===== src/sv/brm_pkg.sv =====
// Shared constants and types for the radix-2 Booth multiplier.
package brm_pkg;

  localparam int OPERAND_W     = 32;
  localparam int PRODUCT_W     = 64;
  localparam int CFG_W         = 6;
  localparam int MAX_WIDTH_DEF = 32;

  // Per-round control broadcast to every bit cell.
  typedef struct packed {
    logic load;    // capture new operands, clear accumulator
    logic step;    // run one add/subtract and shift round
    logic add_en;  // Booth pair asks for an add or a subtract
    logic sub;     // subtract the multiplicand
  } brm_ctrl_t;

  typedef enum logic [1:0] {
    ST_IDLE = 2'b01,
    ST_RUN  = 2'b10
  } brm_state_e;

endpackage


===== src/sv/brm_cell.sv =====
// One bit slice of the Booth datapath: accumulator, multiplier and multiplicand bits.
module brm_cell import brm_pkg::*; (
  input  logic      clk_i,
  input  brm_ctrl_t ctrl_i,
  input  logic      active_i,   // slice lies below the operand width
  input  logic      top_i,      // slice is the most significant active one
  input  logic      mcand_i,
  input  logic      mplier_i,
  input  logic      carry_i,
  output logic      carry_o,
  output logic      sum_o,
  input  logic      sum_up_i,   // neighbor's sum bit, shifts down into this slice
  output logic      q_o,
  input  logic      q_up_i,
  input  logic      msb_i,      // sign bit kept by the arithmetic shift
  input  logic      sum0_i      // lowest sum bit, enters the multiplier at the top
);

  logic a_q, a_d;
  logic q_q, q_d;
  logic m_q, m_d;
  logic b;

  assign b       = ctrl_i.add_en & (m_q ^ ctrl_i.sub);
  assign sum_o   = a_q ^ b ^ carry_i;
  assign carry_o = (a_q & b) | (a_q & carry_i) | (b & carry_i);
  assign q_o     = q_q;

  always_comb begin
    a_d = a_q;
    q_d = q_q;
    m_d = m_q;
    if (ctrl_i.load) begin
      a_d = 1'b0;
      q_d = mplier_i & active_i;
      m_d = mcand_i & active_i;
    end else if (ctrl_i.step) begin
      a_d = active_i & (top_i ? msb_i : sum_up_i);
      q_d = active_i & (top_i ? sum0_i : q_up_i);
    end
  end

  always_ff @(posedge clk_i) begin
    a_q <= a_d;
    q_q <= q_d;
    m_q <= m_d;
  end

endmodule


===== src/sv/brm_array.sv =====
// Row of bit cells with the ripple carry and shift links between neighbors.
module brm_array import brm_pkg::*; #(
  parameter int MAX_WIDTH = MAX_WIDTH_DEF,
  parameter int WW        = $clog2(MAX_WIDTH + 1)
) (
  input  logic                 clk_i,
  input  brm_ctrl_t            ctrl_i,
  input  logic [WW-1:0]        width_i,
  input  logic [MAX_WIDTH-1:0] mcand_i,
  input  logic [MAX_WIDTH-1:0] mplier_i,
  output logic [MAX_WIDTH-1:0] a_o,
  output logic [MAX_WIDTH-1:0] q_o
);

  logic [MAX_WIDTH:0]   carry;
  logic [MAX_WIDTH-1:0] sum_w;
  logic [MAX_WIDTH-1:0] q_w;
  logic [MAX_WIDTH-1:0] active;
  logic [MAX_WIDTH-1:0] top;
  logic                 msb;

  assign carry[0] = ctrl_i.add_en & ctrl_i.sub;
  assign msb      = |(top & sum_w);
  assign q_o      = q_w;

  for (genvar i = 0; i < MAX_WIDTH; i++) begin : g_cell
    logic sum_up;
    logic q_up;

    assign active[i] = WW'(i) < width_i;
    assign top[i]    = WW'(i + 1) == width_i;

    if (i == MAX_WIDTH - 1) begin : g_last
      assign sum_up = 1'b0;
      assign q_up   = 1'b0;
    end else begin : g_mid
      assign sum_up = sum_w[i+1];
      assign q_up   = q_w[i+1];
    end

    brm_cell u_cell (
      .clk_i    (clk_i),
      .ctrl_i   (ctrl_i),
      .active_i (active[i]),
      .top_i    (top[i]),
      .mcand_i  (mcand_i[i]),
      .mplier_i (mplier_i[i]),
      .carry_i  (carry[i]),
      .carry_o  (carry[i+1]),
      .sum_o    (sum_w[i]),
      .sum_up_i (sum_up),
      .q_o      (q_w[i]),
      .q_up_i   (q_up),
      .msb_i    (msb),
      .sum0_i   (sum_w[0])
    );

    // with no add pending the sum bit is the stored accumulator bit
    assign a_o[i] = sum_w[i];
  end

endmodule


===== src/sv/booth_radix2_multiplier_core.sv =====
// Signed radix-2 Booth multiplier, top level.
//
// Input stream: s_axis tdata carries multiplicand (bits 31:0) and multiplier
// (bits 63:32); only the low W operand bits are used, W being the operand
// width register clamped to 1..MAX_WIDTH. Output stream: m_axis tdata is the
// raw 2W-bit product, accumulator half above the multiplier half, zeros above.
// The config channel writes the 6-bit operand width; write it only while idle.
//
// One word is worked on at a time. After a word is taken, a row of MAX_WIDTH
// bit cells runs W add/subtract-and-shift rounds, one per cycle, and the
// product is then moved into the output register once that register is free.
// A new word is taken in that same transfer cycle, so sustained throughput is
// set by the single shared adder row doing one Booth round per cycle. The
// output register holds a finished word while the receiver stalls; the next
// product is computed meanwhile and waits in the cell row until the register
// frees up. Reset empties the output, returns to idle and sets the width to
// MAX_WIDTH.
module booth_radix2_multiplier_core import brm_pkg::*; #(
  parameter int MAX_WIDTH = MAX_WIDTH_DEF
) (
  input  logic                  clk_i,
  input  logic                  rst_ni,
  input  logic                  s_axis_tvalid,
  output logic                  s_axis_tready,
  input  logic [2*OPERAND_W-1:0] s_axis_tdata,  // multiplicand[31:0], multiplier[63:32]
  output logic                  m_axis_tvalid,
  input  logic                  m_axis_tready,
  output logic [PRODUCT_W-1:0]  m_axis_tdata,   // product[63:0]
  input  logic                  cfg_valid_i,
  output logic                  cfg_ready_o,
  input  logic [CFG_W-1:0]      cfg_data_i      // operand_width[5:0]
);

  localparam int WW = $clog2(MAX_WIDTH + 1);

  brm_state_e           state_q, state_d;
  logic [WW-1:0]        width_q, width_d;
  logic [WW-1:0]        cnt_q, cnt_d;
  logic                 q1_q, q1_d;
  logic                 out_valid_q, out_valid_d;
  logic [PRODUCT_W-1:0] out_data_q, out_data_d;
  logic [CFG_W-1:0]     cfg_sat;
  brm_ctrl_t            ctrl;
  logic [MAX_WIDTH-1:0] a_vec;
  logic [MAX_WIDTH-1:0] q_vec;
  logic [PRODUCT_W-1:0] prod;
  logic                 s_accept;
  logic                 done;
  logic                 out_free;

  assign cfg_ready_o   = 1'b1;
  assign done          = (state_q == ST_RUN) && (cnt_q == width_q);
  assign out_free      = !out_valid_q || m_axis_tready;
  assign s_axis_tready = (state_q == ST_IDLE) || (done && out_free);
  assign s_accept      = s_axis_tvalid && s_axis_tready;
  assign m_axis_tvalid = out_valid_q;
  assign m_axis_tdata  = out_data_q;

  always_comb begin
    priority if (cfg_data_i == '0) begin
      cfg_sat = CFG_W'(1);
    end else if (cfg_data_i > CFG_W'(MAX_WIDTH)) begin
      cfg_sat = CFG_W'(MAX_WIDTH);
    end else begin
      cfg_sat = cfg_data_i;
    end
    width_d = (cfg_valid_i && cfg_ready_o) ? WW'(cfg_sat) : width_q;
  end

  // Booth pair: 10 subtracts, 01 adds
  always_comb begin
    ctrl.load   = s_accept;
    ctrl.step   = (state_q == ST_RUN) && !done;
    ctrl.add_en = ctrl.step && (q_vec[0] != q1_q);
    ctrl.sub    = q_vec[0];
  end

  assign prod = (PRODUCT_W'(a_vec) << width_q) | PRODUCT_W'(q_vec);

  always_comb begin
    state_d     = state_q;
    cnt_d       = cnt_q;
    q1_d        = q1_q;
    out_valid_d = out_valid_q;
    out_data_d  = out_data_q;

    if (done && out_free) begin
      out_valid_d = 1'b1;
      out_data_d  = prod;
      state_d     = ST_IDLE;
    end else if (m_axis_tready) begin
      out_valid_d = 1'b0;
    end

    if (s_accept) begin
      state_d = ST_RUN;
      cnt_d   = '0;
      q1_d    = 1'b0;
    end else if (ctrl.step) begin
      cnt_d = cnt_q + WW'(1);
      q1_d  = q_vec[0];
    end
  end

  always_ff @(posedge clk_i or negedge rst_ni) begin
    if (!rst_ni) begin
      state_q     <= ST_IDLE;
      width_q     <= WW'(MAX_WIDTH);
      cnt_q       <= '0;
      q1_q        <= 1'b0;
      out_valid_q <= 1'b0;
    end else begin
      state_q     <= state_d;
      width_q     <= width_d;
      cnt_q       <= cnt_d;
      q1_q        <= q1_d;
      out_valid_q <= out_valid_d;
    end
  end

  always_ff @(posedge clk_i) begin
    out_data_q <= out_data_d;
  end

  brm_array #(
    .MAX_WIDTH (MAX_WIDTH),
    .WW        (WW)
  ) u_array (
    .clk_i    (clk_i),
    .ctrl_i   (ctrl),
    .width_i  (width_q),
    .mcand_i  (s_axis_tdata[MAX_WIDTH-1:0]),
    .mplier_i (s_axis_tdata[OPERAND_W+MAX_WIDTH-1:OPERAND_W]),
    .a_o      (a_vec),
    .q_o      (q_vec)
  );

endmodule


===== config.mk =====
export PLATFORM = sky130hd
export DESIGN_NAME = booth_radix2_multiplier_core
export DESIGN_NICKNAME = d
export VERILOG_FILES = /design/src/sv/brm_pkg.sv /design/src/sv/brm_cell.sv /design/src/sv/brm_array.sv /design/src/sv/booth_radix2_multiplier_core.sv
export SDC_FILE = /design/constraint.sdc
export NUM_CORES = 1
export LEC_CHECK = 0
export ABC_AREA = 1
export ABC_CLOCK_PERIOD_IN_PS = 17210
export BUFFER_PORTS_ARGS = -buffer_cell sky130_fd_sc_hd__buf_2
export CORE_AREA = 2 2 199 201
export CTS_BUF_LIST = sky130_fd_sc_hd__clkbuf_4
export DETAILED_ROUTE_END_ITERATION = 10
export DIE_AREA = 0 0 201 203
export GPL_TIMING_DRIVEN = 0
export PLACE_DENSITY = 0.57
export SYNTH_ARGS = -nofsm -noshare
export SYNTH_HDL_FRONTEND = slang
export SYNTH_SLANG_ARGS = --single-unit

===== constraint.sdc =====
create_clock -name clk_i -period 17.21 [get_ports clk_i]
set_input_delay 1.721 -clock clk_i [delete_from_list [all_inputs] [get_ports clk_i]]
set_output_delay 1.721 -clock clk_i [all_outputs]
set_load 0.02 [all_outputs]

# [After elaboration in Yosys (flattened, before gate mapping)]
# Index checks and enable logic that the tools add are counted.
[op_classes] add_sub_neg=1 multipliers=0 n_div=0 n_lt_le_gt_ge=33 eq_ne=36 n_shift=1 n_mux=138 bitwise=414 reduce_logical=14
[op_table] op="AND 1 bit" n=254
[op_table] op="two-way mux 1 bit" n=132
[op_table] op="== test 5 x 6 -> 1 bit, first input constant" n=16
[op_table] op="< comparator 5 x 6 -> 1 bit, first input constant" n=16
[op_table] op="XOR 1 bit" n=96
[op_table] op="bitwise OR 64 x 32 -> 64 bit" n=1
[op_table] op="<< shifter 32 x 6 -> 64 bit" n=1
[op_table] op="bitwise OR 1 bit" n=62
[op_table] op="== test 4 x 6 -> 1 bit, first input constant" n=8
[op_table] op="< comparator 4 x 6 -> 1 bit, first input constant" n=8
[op_table] op="AND 32 bit" n=1
[op_table] op="OR reduction 32 bit" n=1
[op_table] op="== test 3 x 6 -> 1 bit, first input constant" n=4
[op_table] op="< comparator 3 x 6 -> 1 bit, first input constant" n=4
[op_table] op="two-way mux 6 bit" n=4
[op_table] op="== test 2 x 6 -> 1 bit, first input constant" n=2
[op_table] op="< comparator 1 x 6 -> 1 bit, first input constant" n=2
[op_table] op="< comparator 2 x 6 -> 1 bit, first input constant" n=2
[op_table] op="adder 6 x 1 -> 6 bit, second input constant" n=1
[op_table] op="== test 1 x 6 -> 1 bit, first input constant" n=1
[op_table] op="== test 6 bit" n=1
[op_table] op="== test 6 bit, first input constant" n=1
[op_table] op="> comparator 6 bit, second input constant" n=1
[op_table] op="zero test 6 bit" n=1
[op_table] op="other kinds (8)" n=17
[totals] reg_bits=176 latch_bits=0 ramBits=0 romBits=0 out_inout_bits=67 word_cells=739 mem_count=0

# [Depth between registers and ports, before layout]
# Gate-level depths: netlist of the first run.
[logic_depth] depth_word=104 mapped_depth=54

# [By module]
# From an unflattened synthesis of the first run, not the netlist that was laid out.
[hier_totals] hier_cells=1996 hier_area_um2=13613.1
[by_module_without_submodules] module="brm_cell" n_inst=32 cells_each=31 area_per_inst_um2=209.0 seq_area_each_um2=80.1
[by_module_without_submodules] module="booth_radix2_multiplier_core" n_inst=1 cells_each=741 area_per_inst_um2=5584.1 seq_area_each_um2=2324.7
[by_module_without_submodules] module="brm_array" n_inst=1 cells_each=263 area_per_inst_um2=1342.5 seq_area_each_um2=0.0

# [Least setup slack after synthesis of the first run]
# OpenSTA, ideal clock, no wires.
[synth_timing] kind="register to register" from="reg width_q[5]" to="reg out_data_q[46] (netlist: m_axis_tdata[46]), data pin" arrival_time_ps=14577 required_ps=16961 slack_ps=2383 stages_incl_launch_ff=52 path_cell_list="dfstp_2 -> buf_6 -> inv_6 -> buf_6 -> nand2_1 -> nand2_1 -> nor2_2 -> nand3_2 -> nand2_1 -> inv_2 -> buf_2 -> buf_1 -> nand2_1 -> fa_1 -> fa_1 -> fa_1 -> fa_1 -> fa_1 -> (+16 left out) -> fa_1 -> fa_1 -> fa_1 -> fa_1 -> fa_1 -> fa_1 -> fa_1 -> fa_1 -> fa_1 -> fa_1 -> inv_1 -> o21ai_0 -> mux2i_1 -> mux2i_1 -> o21ai_0 -> o21ai_0 -> a22o_1 -> inv_1"
[synth_between] elab_chain_len=102
[synth_rtl] element="from (decl)" line_no="booth_radix2_multiplier_core.sv:37" rtl="logic [WW-1:0] width_q, width_d;"
[synth_rtl] element="from (signal assigned)" line_no="booth_radix2_multiplier_core.sv:108" rtl="width_q <= WW'(MAX_WIDTH);"
[synth_rtl] element="from (signal assigned)" line_no="booth_radix2_multiplier_core.sv:114" rtl="width_q <= width_d;"
[synth_rtl] element="== test 6 bit" line_no="booth_radix2_multiplier_core.sv:52" rtl="assign done = (state_q == ST_RUN) && (cnt_q == width_q);"
[synth_rtl] element="logical AND 1 bit" line_no="booth_radix2_multiplier_core.sv:52"
[synth_rtl] element="zero test 1 bit" line_no="booth_radix2_multiplier_core.sv:73" rtl="ctrl.step = (state_q == ST_RUN) && !done;"
[synth_rtl] element="logical AND 1 bit" line_no="booth_radix2_multiplier_core.sv:73"
[synth_rtl] element="logical AND 1 bit" line_no="booth_radix2_multiplier_core.sv:74" rtl="ctrl.add_en = ctrl.step && (q_vec[0] != q1_q);"
[synth_rtl] element="AND 1 bit (on tied branches)" line_no="brm_cell.sv:24, brm_array.sv:22"
[synth_rtl] element="AND 1 bit" line_no="brm_cell.sv:26" rtl="assign carry_o = (a_q & b) | (a_q & carry_i) | (b & carry_i);"
[synth_rtl] element="bitwise OR 1 bit (2 in a row)" line_no="brm_cell.sv:26"
[synth_rtl] element="(+84 left out)"
[synth_rtl] element="AND 1 bit" line_no="brm_cell.sv:26"
[synth_rtl] element="bitwise OR 1 bit (2 in a row)" line_no="brm_cell.sv:26"
[synth_rtl] element="AND 1 bit" line_no="brm_cell.sv:26"
[synth_rtl] element="bitwise OR 1 bit (2 in a row)" line_no="brm_cell.sv:26"
[synth_rtl] element="XOR 1 bit" line_no="brm_cell.sv:25" rtl="assign sum_o = a_q ^ b ^ carry_i;"
[synth_rtl] element="<< shifter 32 x 6 -> 64 bit *" line_no="booth_radix2_multiplier_core.sv:78" rtl="assign prod = (PRODUCT_W'(a_vec) << width_q) | PRODUCT_W'(q_vec);"
[synth_rtl] element="bitwise OR 64 x 32 -> 64 bit *" line_no="booth_radix2_multiplier_core.sv:78"
[synth_rtl] element="via prod[46]" line_no="booth_radix2_multiplier_core.sv:46" rtl="logic [PRODUCT_W-1:0] prod;"
[synth_rtl] element="to (signal assigned)" line_no="booth_radix2_multiplier_core.sv:122" rtl="out_data_q <= out_data_d;"
[synth_rtl] element="to (decl)" line_no="booth_radix2_multiplier_core.sv:41" rtl="logic [PRODUCT_W-1:0] out_data_q, out_data_d;"
# Mark *: on every way through the listed nets, which the timed path passes. The rest lies on a longest branch.
# A chain may end at the register's enable or synchronous reset.

# [Worst setup path after layout of the first run]
# Ends and elaborated chain as after synthesis.

==> results by stage, run 1 <==
Outcome:
- The run finished with clean final reports.

Timing:
- Static timing analysis puts the maximum clock frequency at 60.2 MHz.
- The final count of pins violating max slew was 0.
- In the finished design, the share of the clock period the worst path needs comes to 96.5%.
- The worst pin sits at a relative slew slack of 35.9%.
- Setup repair after global routing left no endpoint under its margin.
- The final hold violation count is 0.
- The shortest period the worst path allows is 16.61 ns.
- The final worst slack is 0.596 ns.
- Between clock sinks in the finished design, the worst skew comes to 0.0414 ns.
- The final-report setup violation count is 0.
- The worst hold slack after final layout is 0.489 ns.
- After routing, the total negative slack on setup checks comes to 0 ns.
- The transition time at the pin with the least slew margin is 0.952 ns.

Die:
- Pin placement for this block handled 142 I/O pins.
- The core region is 0.0385 mm2.
- For this configuration, the core starts out at a cell density of 29.8%.
- The die span in x is 201 um.
- The number of standard-cell rows in the floorplan is 72.
- The die is 203 um tall.
- The die covers 0.0408 mm2.

Synthesis:
- The flop and latch count out of synthesis is 176.
- By instance count, the leading cell after synthesis is nand2_1.
- Yosys mapped the design onto 57 distinct sky130hd cell types.
- By count the netlist is led by nand2_1 (357), inv_1 (169), o21ai_0 (166).
- Each instance of the synthesized netlist takes up on average 7.96 um2.
- For this run, the number of Yosys warnings is 0.
- The number of nets in the synthesized netlist is 1549.
- Synthesis produced a netlist whose cell count is 1442.
- The share of the yosys chip area belonging to registers is 42.6%.
- Counting flops with a built-in enable in the synthesized netlist gives 128.
- After synthesis, the share of flip-flops with an asynchronous set or reset is 9.09%.
- The top flip-flop cell by instance count after synthesis is edfxtp_1.
- The fraction of synthesized cell area taken by the top area cell type is 33.5%.
- By area the synthesized netlist is led by edfxtp_1 (33%), nand2_1 (12%), o21ai_0 (7.2%).
- After synthesis the cells add up to 0.0115 mm2.
- Summed over all instances, the cell type with the most area after synthesis is edfxtp_1.

Clock network:
- The clock slew seen by the registers of the worst setup and hold paths is 0.16 ns.
- The number of hold buffers added after cts is 0.
- The clock buffer count from CTS is 17.
- The post-CTS resize count is 0.
- In this run the deepest clock path goes through 2 buffers.
- The later-pin clock latency in the skew report is 0.66 ns.
- The clock drives 176 sinks.
- The CTS tree is done.
- The tree is rooted in a clkbuf_4.
- The H-tree was split into 4 levels.
- After clock tree synthesis, the setup repair step added 0 buffers.

Setup path:
- The endpoint of the worst setup timing path is m_axis_tdata[46].
- The required time of the worst setup path is 17.62 ns.
- The combined buffer and inverter count along the critical path is 7.
- The number of cells on the worst reg-to-reg path is 50.
- The critical setup path kind is reg2reg.
- The critical path runs through a total of 50 cells.
- The category of the worst setup path launch point is a register.
- Data arrives at the worst endpoint at 17.02 ns.
- Among all stages on the critical path, the largest delay is contributed by fa_1.
- Among the stages of the critical path, the cell type that occurs most often is fa_1.
- In this run the worst setup path begins at width_q[5].
- The worst setup path is captured at a register.
- The worst flop-to-flop path startpoint is width_q[5].
- The worst register-to-register path ends at m_axis_tdata[46].
- The gate family responsible for the most delay along the worst path is adder cells.
- The worst register-to-register path has a setup slack of 0.60 ns.
- The biggest fanout along the worst timing path is 19.
- The largest single stage delay on the critical path is 0.68 ns.

Detailed routing:
- The number of nets with antenna violations after routing is 0.
- The total vias in the final route is 10900.
- The number of vias per cell after detailed routing is 5.13.
- The first TritonRoute pass finished after 5 iterations.
- The violation count after the first detailed-route iteration is 1035.
- The final layout contains routed wiring with a total length of 48000 um.
- The count of unresolved DRC violations after routing is 0.
- Dividing the detail-routed wire length by the instance count gives 22.5 um.

GRT:
- The first-pass GRT wire length is 70200 um.
- The overall global routing resource usage is 23.7%.
- The number of global-route vias before repair is 10500.
- For this run the aggregate overflow at the end of global routing stands at 0.
- The initial antenna violation count was 5.
- The maximum number of pins on one net before global-route repair is 49.

Job:
- The max-capacitance violation count is 0.

Place:
- The placer congestion estimate is 0.967.
- The final HPWL from detailed placement is 38700 um.
- The placed instances occupy a cell area of 0.0128 mm2.
- Prior to clock tree synthesis, the placed netlist has a worst setup slack of 0.280 ns.
- The number of cells after detailed placement is 2101.
- Buffers placed on the I/O ports in this run total 140.

Cells and area:
- The number of nets in the final layout is 1708.
- The finished layout holds 2134 standard cells, fillers aside.
- The area growth from synthesis to layout is 14.6%.
- The finished cells cover 0.0132 mm2.
- In the final layout, the share of cells above drive strength 1 is 17.7%.

Min path:
- The classification of the worst-slack hold path is reg2reg.
- In this run the most critical hold path is launched from u_array.g_cell[0].u_cell.a_q.

Pwr:
- The worst voltage drop across the vdd grid is 0.0720 mV.
- The power density normalized to cell area is 158 mW/mm2.
- The leakage dissipation is 5.31 nW.
-- layout by cell type (no fill, tap or decap), types with 5 or more instances in the layout --
| cell | netlist | routed |
|---|---|---|
| a211oi_1 | 29 | 29 |
| a21oi_1 | 29 | 29 |
| a22oi_1 | 11 | 11 |
| a311oi_1 | 6 | 6 |
| a31oi_1 | 19 | 19 |
| buf_1 | 6 | 5 |
| buf_2 | 18 | 157 |
| buf_4 | 10 | 11 |
| buf_6 | 7 | 7 |
| clkbuf_1 | 38 | 38 |
| clkbuf_4 | 0 | 17 |
| dfrtp_1 | 14 | 14 |
| dfxtp_1 | 32 | 32 |
| edfxtp_1 | 128 | 128 |
| fa_1 | 31 | 31 |
| inv_1 | 169 | 168 |
| inv_2 | 16 | 17 |
| inv_6 | 1 | 5 |
| mux2i_1 | 5 | 5 |
| nand2_1 | 357 | 357 |
| nand2_2 | 5 | 5 |
| nand3_1 | 44 | 44 |
| nor2_1 | 111 | 111 |
| nor2_2 | 9 | 9 |
| nor2_4 | 6 | 6 |
| nor3_1 | 13 | 13 |
| o211ai_1 | 7 | 7 |
| o21ai_0 | 166 | 166 |
| o21ai_1 | 39 | 39 |
| o21ai_2 | 20 | 20 |
| o21bai_1 | 26 | 26 |
| o22ai_1 | 22 | 22 |
-- how the worst min path moves through the flow --
stage,to,slack [ns],cells past startpoint
6_report,u_array.g_cell[0].u_cell.a_q,0.49,2
3_5_place_dp,u_array.g_cell[18].u_cell.a_q,0.45,2
2_1_floorplan,u_array.g_cell[0].u_cell.a_q,0.43,2
3_3_place_gp,u_array.g_cell[0].u_cell.a_q,0.44,2
4_1_cts,u_array.g_cell[18].u_cell.a_q,0.49,2
5_1_grt,u_array.g_cell[31].u_cell.a_q,0.52,2
-- area by class of cell --
type / instances / area (um2)
Fill cell: 4129 / 25300
Multi-Input combinational cell: 997 / 5460
Sequential cell: 176 / 4890
Inverter: 190 / 723
Timing Repair Buffer: 141 / 721
Tap cell: 518 / 648
Buffer: 78 / 408
Clock inverter: 15 / 175
Clock buffer: 17 / 128
Antenna cell: 2 / 5.00
-- metal layers --
layer	wire [um]	vias up	global-route usage, %
li1	-	5164	-
met2	21700	532	37.9
met5	0	-	0
met4	1850	0	9.31
met1	21100	5164	32.3
met3	3480	86	3.47
-- stage by stage --
step,util (%),power (mW)
after CTS,34.2,2.07
after global placement,33.3,1.79
final,34.2,2.08
after detailed placement,33.4,1.80
after global routing,34.2,2.20
after floorplan,-,1.34
-- registers in the layout (all words and copies together) (netlist names) --
signal / cells
m_axis_tdata: 64
width_q: 6
cnt_q: 6
u_array.g_cell.u_cell.q_o: 32
state_q: 2
q1_q: 1
m_axis_tvalid: 1
u_array.g_cell.u_cell.m_q: 32
u_array.g_cell.u_cell.a_q: 32
-- report_power, final --
group          leakage (nW)  switching, mW  internal [mW]  total [mW]
sequential             1.66         0.0753          0.600       0.676
clock                 0.155          0.174         0.0915       0.266
combinational          3.50          0.821          0.321        1.14
total                  5.31           1.07           1.01        2.08
-- tightest hold or removal path: cells and delay by family (launching register included) --
family                 cells  cell delay [ns]
flip-flops                 1             0.36
buffers and inverters      1             0.04
AO/OA/AOI/OAI              1             0.07
-- logic make-up after synthesis --
kind of cell / Yosys count / share of synthesized area (%)
adder cells (fa/ha/maj): 32 / 5.52
flip-flops: 176 / 42.6
multiplexers: 5 / 0.436
buffers and inverters: 269 / 9.87
other: 1 / 0.0327
AND/OR/NAND/NOR: 571 / 21.3
XOR/XNOR: 1 / 0.0763
AO/OA/AOI/OAI: 387 / 20.2
Note: power is estimated with default switching activity, not from simulation.
==> inputs of run 2 (changes only) <==
ABC_AREA = unset   (was 1)
CORE_AREA = 2 2 204 206   (was 2 2 199 201)
DIE_AREA = 0 0 206 208   (was 0 0 201 203)
==> results by stage, run 2 <==
Outcome:
- The run finished with clean final reports.

Synthesis:
- The yosys synthesis warning count was 0 (unchanged).
- The synthesized design spends more area on one cell type than any other, namely edfxtp_1.
- The proportion of register bits with asynchronous set or reset after synthesis was 9.09% (unchanged).
- The instance count of the mapped netlist is 1287 (-11%).
- Sorting the synthesized cells by area gives the leading types as edfxtp_1 (32%), nand2_1 (5.8%), mux4_2 (5.4%).
- The number of flops mapped to enable cells by yosys is 128 (unchanged).
- The most frequent cell after synthesis is nand2_1.
- The commonest cells after synthesis are nand2_1 (187), nor2_1 (140), edfxtp_1 (128).
- The cell area after synthesis is 0.0121 mm2 (+5.1%).
- The most used flip-flop cell after synthesis is edfxtp_1.
- The synthesized area divided by synthesized cell count came to 9.37 um2 (+18%).
- By area, the combinational part of the netlist is dominated by compound AO/OA/AOI/OAI gates.
- The fraction of synthesized cell area taken by the top area cell type is 31.9% (-1.6 points).
- The synthesized-area fraction occupied by and/or/nand/nor cells is 17.6% (-3.7 points).
- The net count of the mapped netlist is 1394 (-10%).
- The proportion of synthesized area in mux cells is 9.63% (+9.2 points).
- The adder and majority gate portion of the synthesized area is 5.25% (-0.27 points).
- The count of distinct cell types in the synthesized netlist is 91 (+60%).
- The flop and latch count out of synthesis was 176 (unchanged).
- The xor and xnor area share after synthesis was 1.02% (+0.94 points).
- The share of the synthesized area in compound gates (AO/OA/AOI/OAI) is 20.5% (+0.34 points).
- The share of the yosys chip area belonging to registers is 40.5% (-2.1 points).

Pwr:
- The share of total power consumed by net switching is 52.1% (+0.73 points).
- The worst voltage drop across the vdd grid is 0.0732 mV (+1.6%).
- The share of power burned in the clock network is 10.3% (-2.4 points).
- The internal power summed over all cells is 1.19 mW (+18%).
- The total design power is 2.49 mW (+20%).
- The proportion of power drawn by flip-flops and latches came to 27.1% (-5.3 points).
- The power density normalized to cell area is 181 mW/mm2 (+14%).
- The combinational cell fraction of total power is 62.6% (+7.8 points).
- The net load switching power is 1.30 mW (+21%).
- The leakage dissipation is 4.90 nW (-7.8%).

Detailed routing:
- The count of unresolved DRC violations after routing was 0 (unchanged).
- The number of optimization iterations in the first detailed-route pass was 5 (unchanged).
- The number of nets with antenna violations after routing came to 0 (unchanged).
- The total routed wire length on the met1 layer is 26000 um (+23%).
- The number of vias per cell after detailed routing was 5.81 (+13%).
- Routed signal wires occupy layers up through met5.
- The total vias in the final route came to 11600 (+5.7%).
- The detailed route wirelength on metal3 is 4330 um (+24%).
- The violation count after the first detailed-route iteration is 1282 (+24%).
- The total routed wirelength is 60400 um (+26%).
- The length of routed met2 wiring is 27600 um (+28%).
- The detailed-route wire length per cell is 30.3 um (+35%).

Place:
- The placer congestion estimate is 0.981 (+1.4%).
- The number of buffers added on ports is 140 (unchanged).
- The final HPWL from detailed placement is 47200 um (+22%).
- The pre-CTS worst setup slack is -0.0838 ns (-0.363 ns).

Cells and area:
- The commonest non-fill, non-tap cell in the layout is nand2_1.
- Leaving out fill and tap cells, the most frequent cells in the layout are nand2_1 (187), buf_2 (172), nor2_1 (140), edfxtp_1 (128), o21ai_0 (99).
- The utilization of the core after routing came to 33.9% (-0.29 points).
- The number of nets in the final layout is 1553 (-9.1%).
- The ratio of cells with drive above 1 in the final layout is 19.7% (+2.0 points).
- The area growth from synthesis to layout is 13.9%.
- The number of flip-flops under the largest register name is 64 (unchanged).

Setup path:
- The count of cells along the worst register-to-register path is 43 (-14%).
- The endpoint of the worst setup timing path is m_axis_tdata[45].
- The highest cell delay on the worst timing path is 0.54 ns (-0.14 ns).
- In this design, the critical path's most frequently occurring cell is fa_1.
- The worst register-to-register path begins at width_q[5].
- The critical setup path kind is reg2reg.
- The arrival time at the worst endpoint was 17.13 ns (+0.11 ns).
- STA classifies the critical path startpoint as a register.
- Tracing the worst setup path back leads to its startpoint at width_q[5].
- The required time of the worst setup path is 17.72 ns (+0.10 ns).
- The register-to-register setup slack is 0.59 ns (about the same).
- For this design, the slowest cell found on the critical path is dfstp_2.
- The destination of the worst register-to-register timing path is m_axis_tdata[45].
- The capturing element type of the critical path is a register.
- The biggest fanout along the worst timing path is 19 (unchanged).

Clock network:
- The number of hold buffers added after cts was 0 (unchanged).
- The clock buffer count from CTS is 17 (unchanged).
- The CTS tree is done.
- The largest buffer count on any clock path is 2 (unchanged).
- The later-pin clock latency in the skew report is 0.69 ns (+0.03 ns).
- The post-CTS setup buffer count was 0 (unchanged).
- The post-CTS resize count is 1 (+1).
- The clock sink total came to 176 (unchanged).
- The clock slew seen by the registers of the worst setup and hold paths came to 0.16 ns (about the same).
- The depth of the CTS H-tree came to 4 (unchanged).
- The clock root buffer is clkbuf_4.

GRT:
- The number of global-route vias before repair is 11200 (+6.5%).
- The maximum number of pins on one net before global-route repair was 69 (+41%).
- The first-pass GRT wire length is 84400 um (+20%).
- The initial antenna violation count is 4 (-1).
- The overall global routing resource usage is 28.2% (+4.5 points).
- The remaining global-route overflow is 0 (unchanged).

Timing:
- The shortest period the worst path allows is 16.62 ns (+0.00432 ns).
- The final worst slack is 0.591 ns (-0.00431 ns).
- The transition time at the pin with the least slew margin was 1.35 ns (+0.402 ns).
- The post-route fraction of the period consumed by the critical path is 96.6% (about the same).
- The timing-limited maximum frequency is 60.2 MHz (about the same).
- The clock tree skew after final layout is 0.0418 ns (+0.000361 ns).
- The worst hold slack after final layout is 0.483 ns (-0.00559 ns).
- The final-report setup violation count is 0 (unchanged).
- The max-slew headroom at the worst pin came to 8.78% (-27 points).
- The final count of pins violating max slew is 0 (unchanged).
- The final hold violation count is 0 (unchanged).

Die:
- The count of boundary I/O pins is 142 (unchanged).
- The starting density of the core is 29.8% (-0.082 points).
- The core area is 0.0406 mm2 (+5.4%).
- The chip height is 208 um (+2.5%).
- The number of standard-cell rows in the floorplan is 74 (+2.8%).
- The die span in x came to 206 um (+2.5%).
- The area of the die is 0.0428 mm2 (+5.0%).

Job:
- The max-capacitance violation count came to 0 (unchanged).

Min path:
- The classification of the worst-slack hold path is reg2reg.
==> run 2: cell types whose count changed after synthesis, sizes merged, moves of 19 or more <==
cell | before | now
a21o | 0 | 19
a21oi | 29 | 59
inv | 188 | 43
mux2i | 5 | 34
mux4 | 0 | 29
nand2 | 366 | 188
nand3 | 46 | 23
o21ai | 225 | 106
==> run 2: worst min path at each step <==
stage	startpoint	end	slack, ns	cells past startpoint
after floorplan	u_array.g_cell[14].u_cell.a_q	u_array.g_cell[14].u_cell.a_q	0.43	2
after global placement	u_array.g_cell[10].u_cell.a_q	u_array.g_cell[10].u_cell.a_q	0.45	2
after detailed placement	u_array.g_cell[14].u_cell.a_q	u_array.g_cell[14].u_cell.a_q	0.46	2
after CTS	u_array.g_cell[22].u_cell.a_q	u_array.g_cell[22].u_cell.a_q	0.49	2
after global routing	u_array.g_cell[22].u_cell.a_q	u_array.g_cell[22].u_cell.a_q	0.50	2
final	u_array.g_cell[22].u_cell.a_q	u_array.g_cell[22].u_cell.a_q	0.48	2
==> run 2: critical path, delay by kind of cell, from the launching register on <==
kind                     cells  cell delay (ns)
adder cells (fa/ha/maj)     31            12.44
flip-flops                   1             0.54
XOR/XNOR                     2             0.53
AND/OR/NAND/NOR              4             0.87
AO/OA/AOI/OAI                4             1.37
buffers and inverters        2             0.67
==> run 2: final cells by class <==
class	count	area (um2)
Fill cell	4255	26800
Multi-Input combinational cell	958	6540
Sequential cell	176	4890
Timing Repair Buffer	141	708
Tap cell	532	666
Buffer	106	483
Inverter	46	173
Clock buffer	19	143
Clock inverter	13	138
Antenna cell	2	5.00
==> run 2: layer usage <==
| metal | vias up | global-route usage (%) |
|---|---|---|
| li1 | 5066 | - |
| met3 | 112 | 5.06 |
| met2 | 648 | 44.4 |
| met5 | - | 0 |
| met4 | 2 | 11.5 |
| met1 | 5746 | 38.1 |
==> run 2: logic make-up (layout without fill, tap and decap cells) <==
group,count (synthesis),after routing
and+or+nand+nor,470,470
adders and majority gates,32,32
AOI/OAI and AO/OA,363,363
DFF,176,176
other,1,3
muxes,78,78
xor gates and xnor gates,14,14
buffers and inverters,153,325
==> run 2: power by group through the flow <==
| stage | Combinational, mW | Sequential, mW | Clock, mW |
|---|---|---|---|
| after floorplan | 0.934 | 0.668 | 0 |
| after global placement | 1.51 | 0.680 | 0 |
| after detailed placement | 1.52 | 0.682 | 0 |
| after CTS | 1.53 | 0.673 | 0.263 |
| after global routing | 1.65 | 0.683 | 0.276 |
| final | 1.56 | 0.675 | 0.257 |
==> run 2: stage by stage <==
step	setup TNS, ns	cells	instance area [um2]
final	0	1993	13700
after detailed placement	-0.272	1960	13500
after floorplan	0	1287	12100
after CTS	0	1992	13700
after global placement	0	1959	13400
after global routing	-0.00263	1993	13700
==> inputs of run 3 (changes only) <==
CORE_AREA = 2 2 155 271   (was 2 2 204 206)
DIE_AREA = 0 0 157 273   (was 0 0 206 208)
RECOVER_POWER = 25   (was unset)
==> results by stage, run 3 (synthesis gave the netlist of run 2 again) <==
Outcome:
- The flow ran to the end, but the final reports show violations.
- The final reports fail on capacitance limit, slew limit.

Detailed routing:
- The number of vias per cell after detailed routing is 5.81 (about the same).
- The count of unresolved DRC violations after routing is 0 (unchanged).
- The total vias in the final route is 11700 (+0.99%).
- The detailed-route wire length per cell came to 31.0 um (+2.2%).
- The total routed wirelength came to 62400 um (+3.2%).
- The number of optimization iterations in the first detailed-route pass is 6 (+1).
- The number of nets with antenna violations after routing is 0 (unchanged).
- The violation count after the first detailed-route iteration is 1076 (-16%).

Cells and area:
- The utilization of the core after routing came to 33.9% (about the same).
- Leaving out fill and tap cells, the most frequent cell in the layout is nand2_1.
- The number of nets in the final layout came to 1553 (unchanged).
- The number of flip-flops under the largest register name is 64 (unchanged).
- The final standard cell count with taps included and fillers excluded is 2012 (+0.95%).
- The area growth from synthesis to layout is 13.9% (about the same).
- The number of fill cells in the layout is 4230 (-0.59%).
- The ratio of cells with drive above 1 in the final layout is 18.0% (-1.6 points).
- The library cells used most frequently in the layout, excluding fill and tap cells, are nand2_1 (187), buf_2 (152), nor2_1 (141), edfxtp_1 (128), o21ai_0 (99).

Pwr:
- The power density normalized to cell area was 185 mW/mm2 (+2.0%).
- The leakage dissipation is 4.85 nW (-1.1%).
- The worst voltage drop across the vdd grid was 0.0654 mV (-11%).

GRT:
- The remaining global-route overflow is 0 (unchanged).
- The number of global-route vias before repair came to 11600 (+3.5%).
- The initial antenna violation count came to 2 (-2).
- The first-pass GRT wire length is 86300 um (+2.1%).
- The overall global routing resource usage is 29.2% (+1.1 points).
- The maximum number of pins on one net before global-route repair is 69 (unchanged).

Min path:
- The classification of the worst-slack hold path is reg2reg.
- The startpoint of the worst hold path is u_array.g_cell[17].u_cell.a_q.

Setup path:
- The biggest fanout along the worst timing path is 19 (unchanged).
- The critical setup path kind is reg2reg.
- STA classifies the critical path startpoint as a register.
- By instance count, the cell type seen most on the critical path is fa_1.
- The worst register-to-register path begins at width_q[5].
- In this run the worst setup path begins at width_q[5].
- The required time of the worst setup path came to 17.79 ns (+0.07 ns).
- STA classifies the critical path endpoint as a register.
- The arrival time at the worst endpoint is 17.49 ns (+0.36 ns).
- The highest-delay cell along the critical path is dfstp_2.
- The highest cell delay on the worst timing path is 0.54 ns (about the same).

Die:
- The chip height came to 273 um (+31%).
- The core area came to 0.0406 mm2 (about the same).
- The area of the die came to 0.0429 mm2 (about the same).
- The starting density of the core is 29.7% (about the same).
- The number of standard-cell rows in the floorplan is 98 (+32%).
- The count of boundary I/O pins is 142 (unchanged).
- The die span in x is 157 um (-24%).

Clock network:
- The clock sink total is 176 (unchanged).
- TritonCTS built the clock tree.
- The depth of the CTS H-tree is 4 (unchanged).
- The clock buffer count from CTS came to 17 (unchanged).
- The largest buffer count on any clock path is 2 (unchanged).
- The number of hold buffers added after cts is 0 (unchanged).
- The tree is rooted in a clkbuf_4.
- The clock slew seen by the registers of the worst setup and hold paths is 0.16 ns (about the same).
- The later-pin clock latency in the skew report is 0.72 ns (+0.03 ns).

Timing:
- The max-slew headroom at the worst pin is -145% (-150 points).
- The final count of pins violating max slew is 69 (+69).
- The post-route fraction of the period consumed by the critical path was 98.3% (+1.7 points).
- The clock tree skew after final layout is 0.0340 ns (-0.00773 ns).
- The final worst slack is 0.296 ns (-0.295 ns).
- Setup repair after global routing left no endpoint under its margin.
- The transition time at the pin with the least slew margin is 3.67 ns (+2.32 ns).
- The final hold violation count is 0 (unchanged).
- The timing-limited maximum frequency is 59.1 MHz (-1.7%).
- The final-report setup violation count came to 0 (unchanged).
- The shortest period the worst path allows is 16.91 ns (+0.295 ns).

Place:
- The final HPWL from detailed placement is 48900 um (+3.6%).
- The pre-CTS worst setup slack is -0.396 ns (-0.313 ns).
- The placer congestion estimate is 1.03 (+4.5%).
- The number of cells after detailed placement was 1978 (+0.92%).
- The number of buffers added on ports is 140 (unchanged).

Job:
- The max-capacitance violation count is 1 (+1).
run 3: changes by cell type in the layout (fill, tap and decap cells not counted), moves of 2 or more:
cell,change
clkbuf_1,+26
buf_2,-20
buf_1,-5
clkinv_1,-2
clkinvlp_4,-2
diode_2,+2
run 3: power by group:
part           total, mW  switching, mW  internal [mW]
clock              0.273          0.168          0.105
combinational       1.60           1.11          0.493
sequential         0.669         0.0581          0.610
run 3: metal layers:
| layer | routed length (um) | up-vias | global-route usage [%] |
|---|---|---|---|
| li1 | - | 5073 | - |
| met1 | 20500 | 5731 | 29.6 |
| met2 | 30700 | 627 | 49.7 |
| met3 | 3950 | 258 | 5.72 |
| met4 | 7230 | 0 | 27.6 |
| met5 | 0 | - | 0 |
run 3: final timing paths:
| path | depth (start not counted) | slack [ns] | end |
|---|---|---|---|
| setup / recovery | 43 | 0.30 | m_axis_tdata[53] |
| hold / removal | 2 | 0.49 | u_array.g_cell[17].u_cell.a_q |
| setup reg to reg | 43 | 0.30 | m_axis_tdata[53] |
| hold reg to reg | 2 | 0.49 | u_array.g_cell[17].u_cell.a_q |
| max in group asynchronous | 1 | 15.58 | width_q[4] |
| min in group asynchronous | 1 | 1.10 | cnt_q[3] |
run 3: what timing repair did:
action	CTS	global route
resized for setup	3	2
endpoints found under the setup margin	39	45
buffers inserted	0	0
run 3: cell type report:
type	count	area, um2	area share, %
flip-flops and latches	176	4890	35.6
multi-input cells	958	6520	47.5
well taps	550	688	5.01
diodes	4	10.0	0.0728
clock buffers	19	143	1.04
plain buffers	106	473	3.44
inverters	46	173	1.26
repair buffers	141	689	5.02
clock inverters	12	159	1.16
run 3: worst max-delay path: cells and delay by family (launching register included):
kind,cells,cell delay [ns]
compound gates,4,1.51
simple gates,4,0.79
buf+inv,2,0.69
flops,1,0.54
xor+xnor,2,0.54
fa+ha+maj,31,12.70
run 3: metrics by stage:
step	TNS [ns]	instance area, um2	hold WS, ns	power, mW
final	0	13700	0.492	2.54
after floorplan	0	12100	0.433	1.60
after detailed placement	-5.00	13500	0.463	2.22
after CTS	0	13800	0.489	2.49
after global routing	0	13700	0.515	2.64
after global placement	-1.33	13500	0.452	2.21
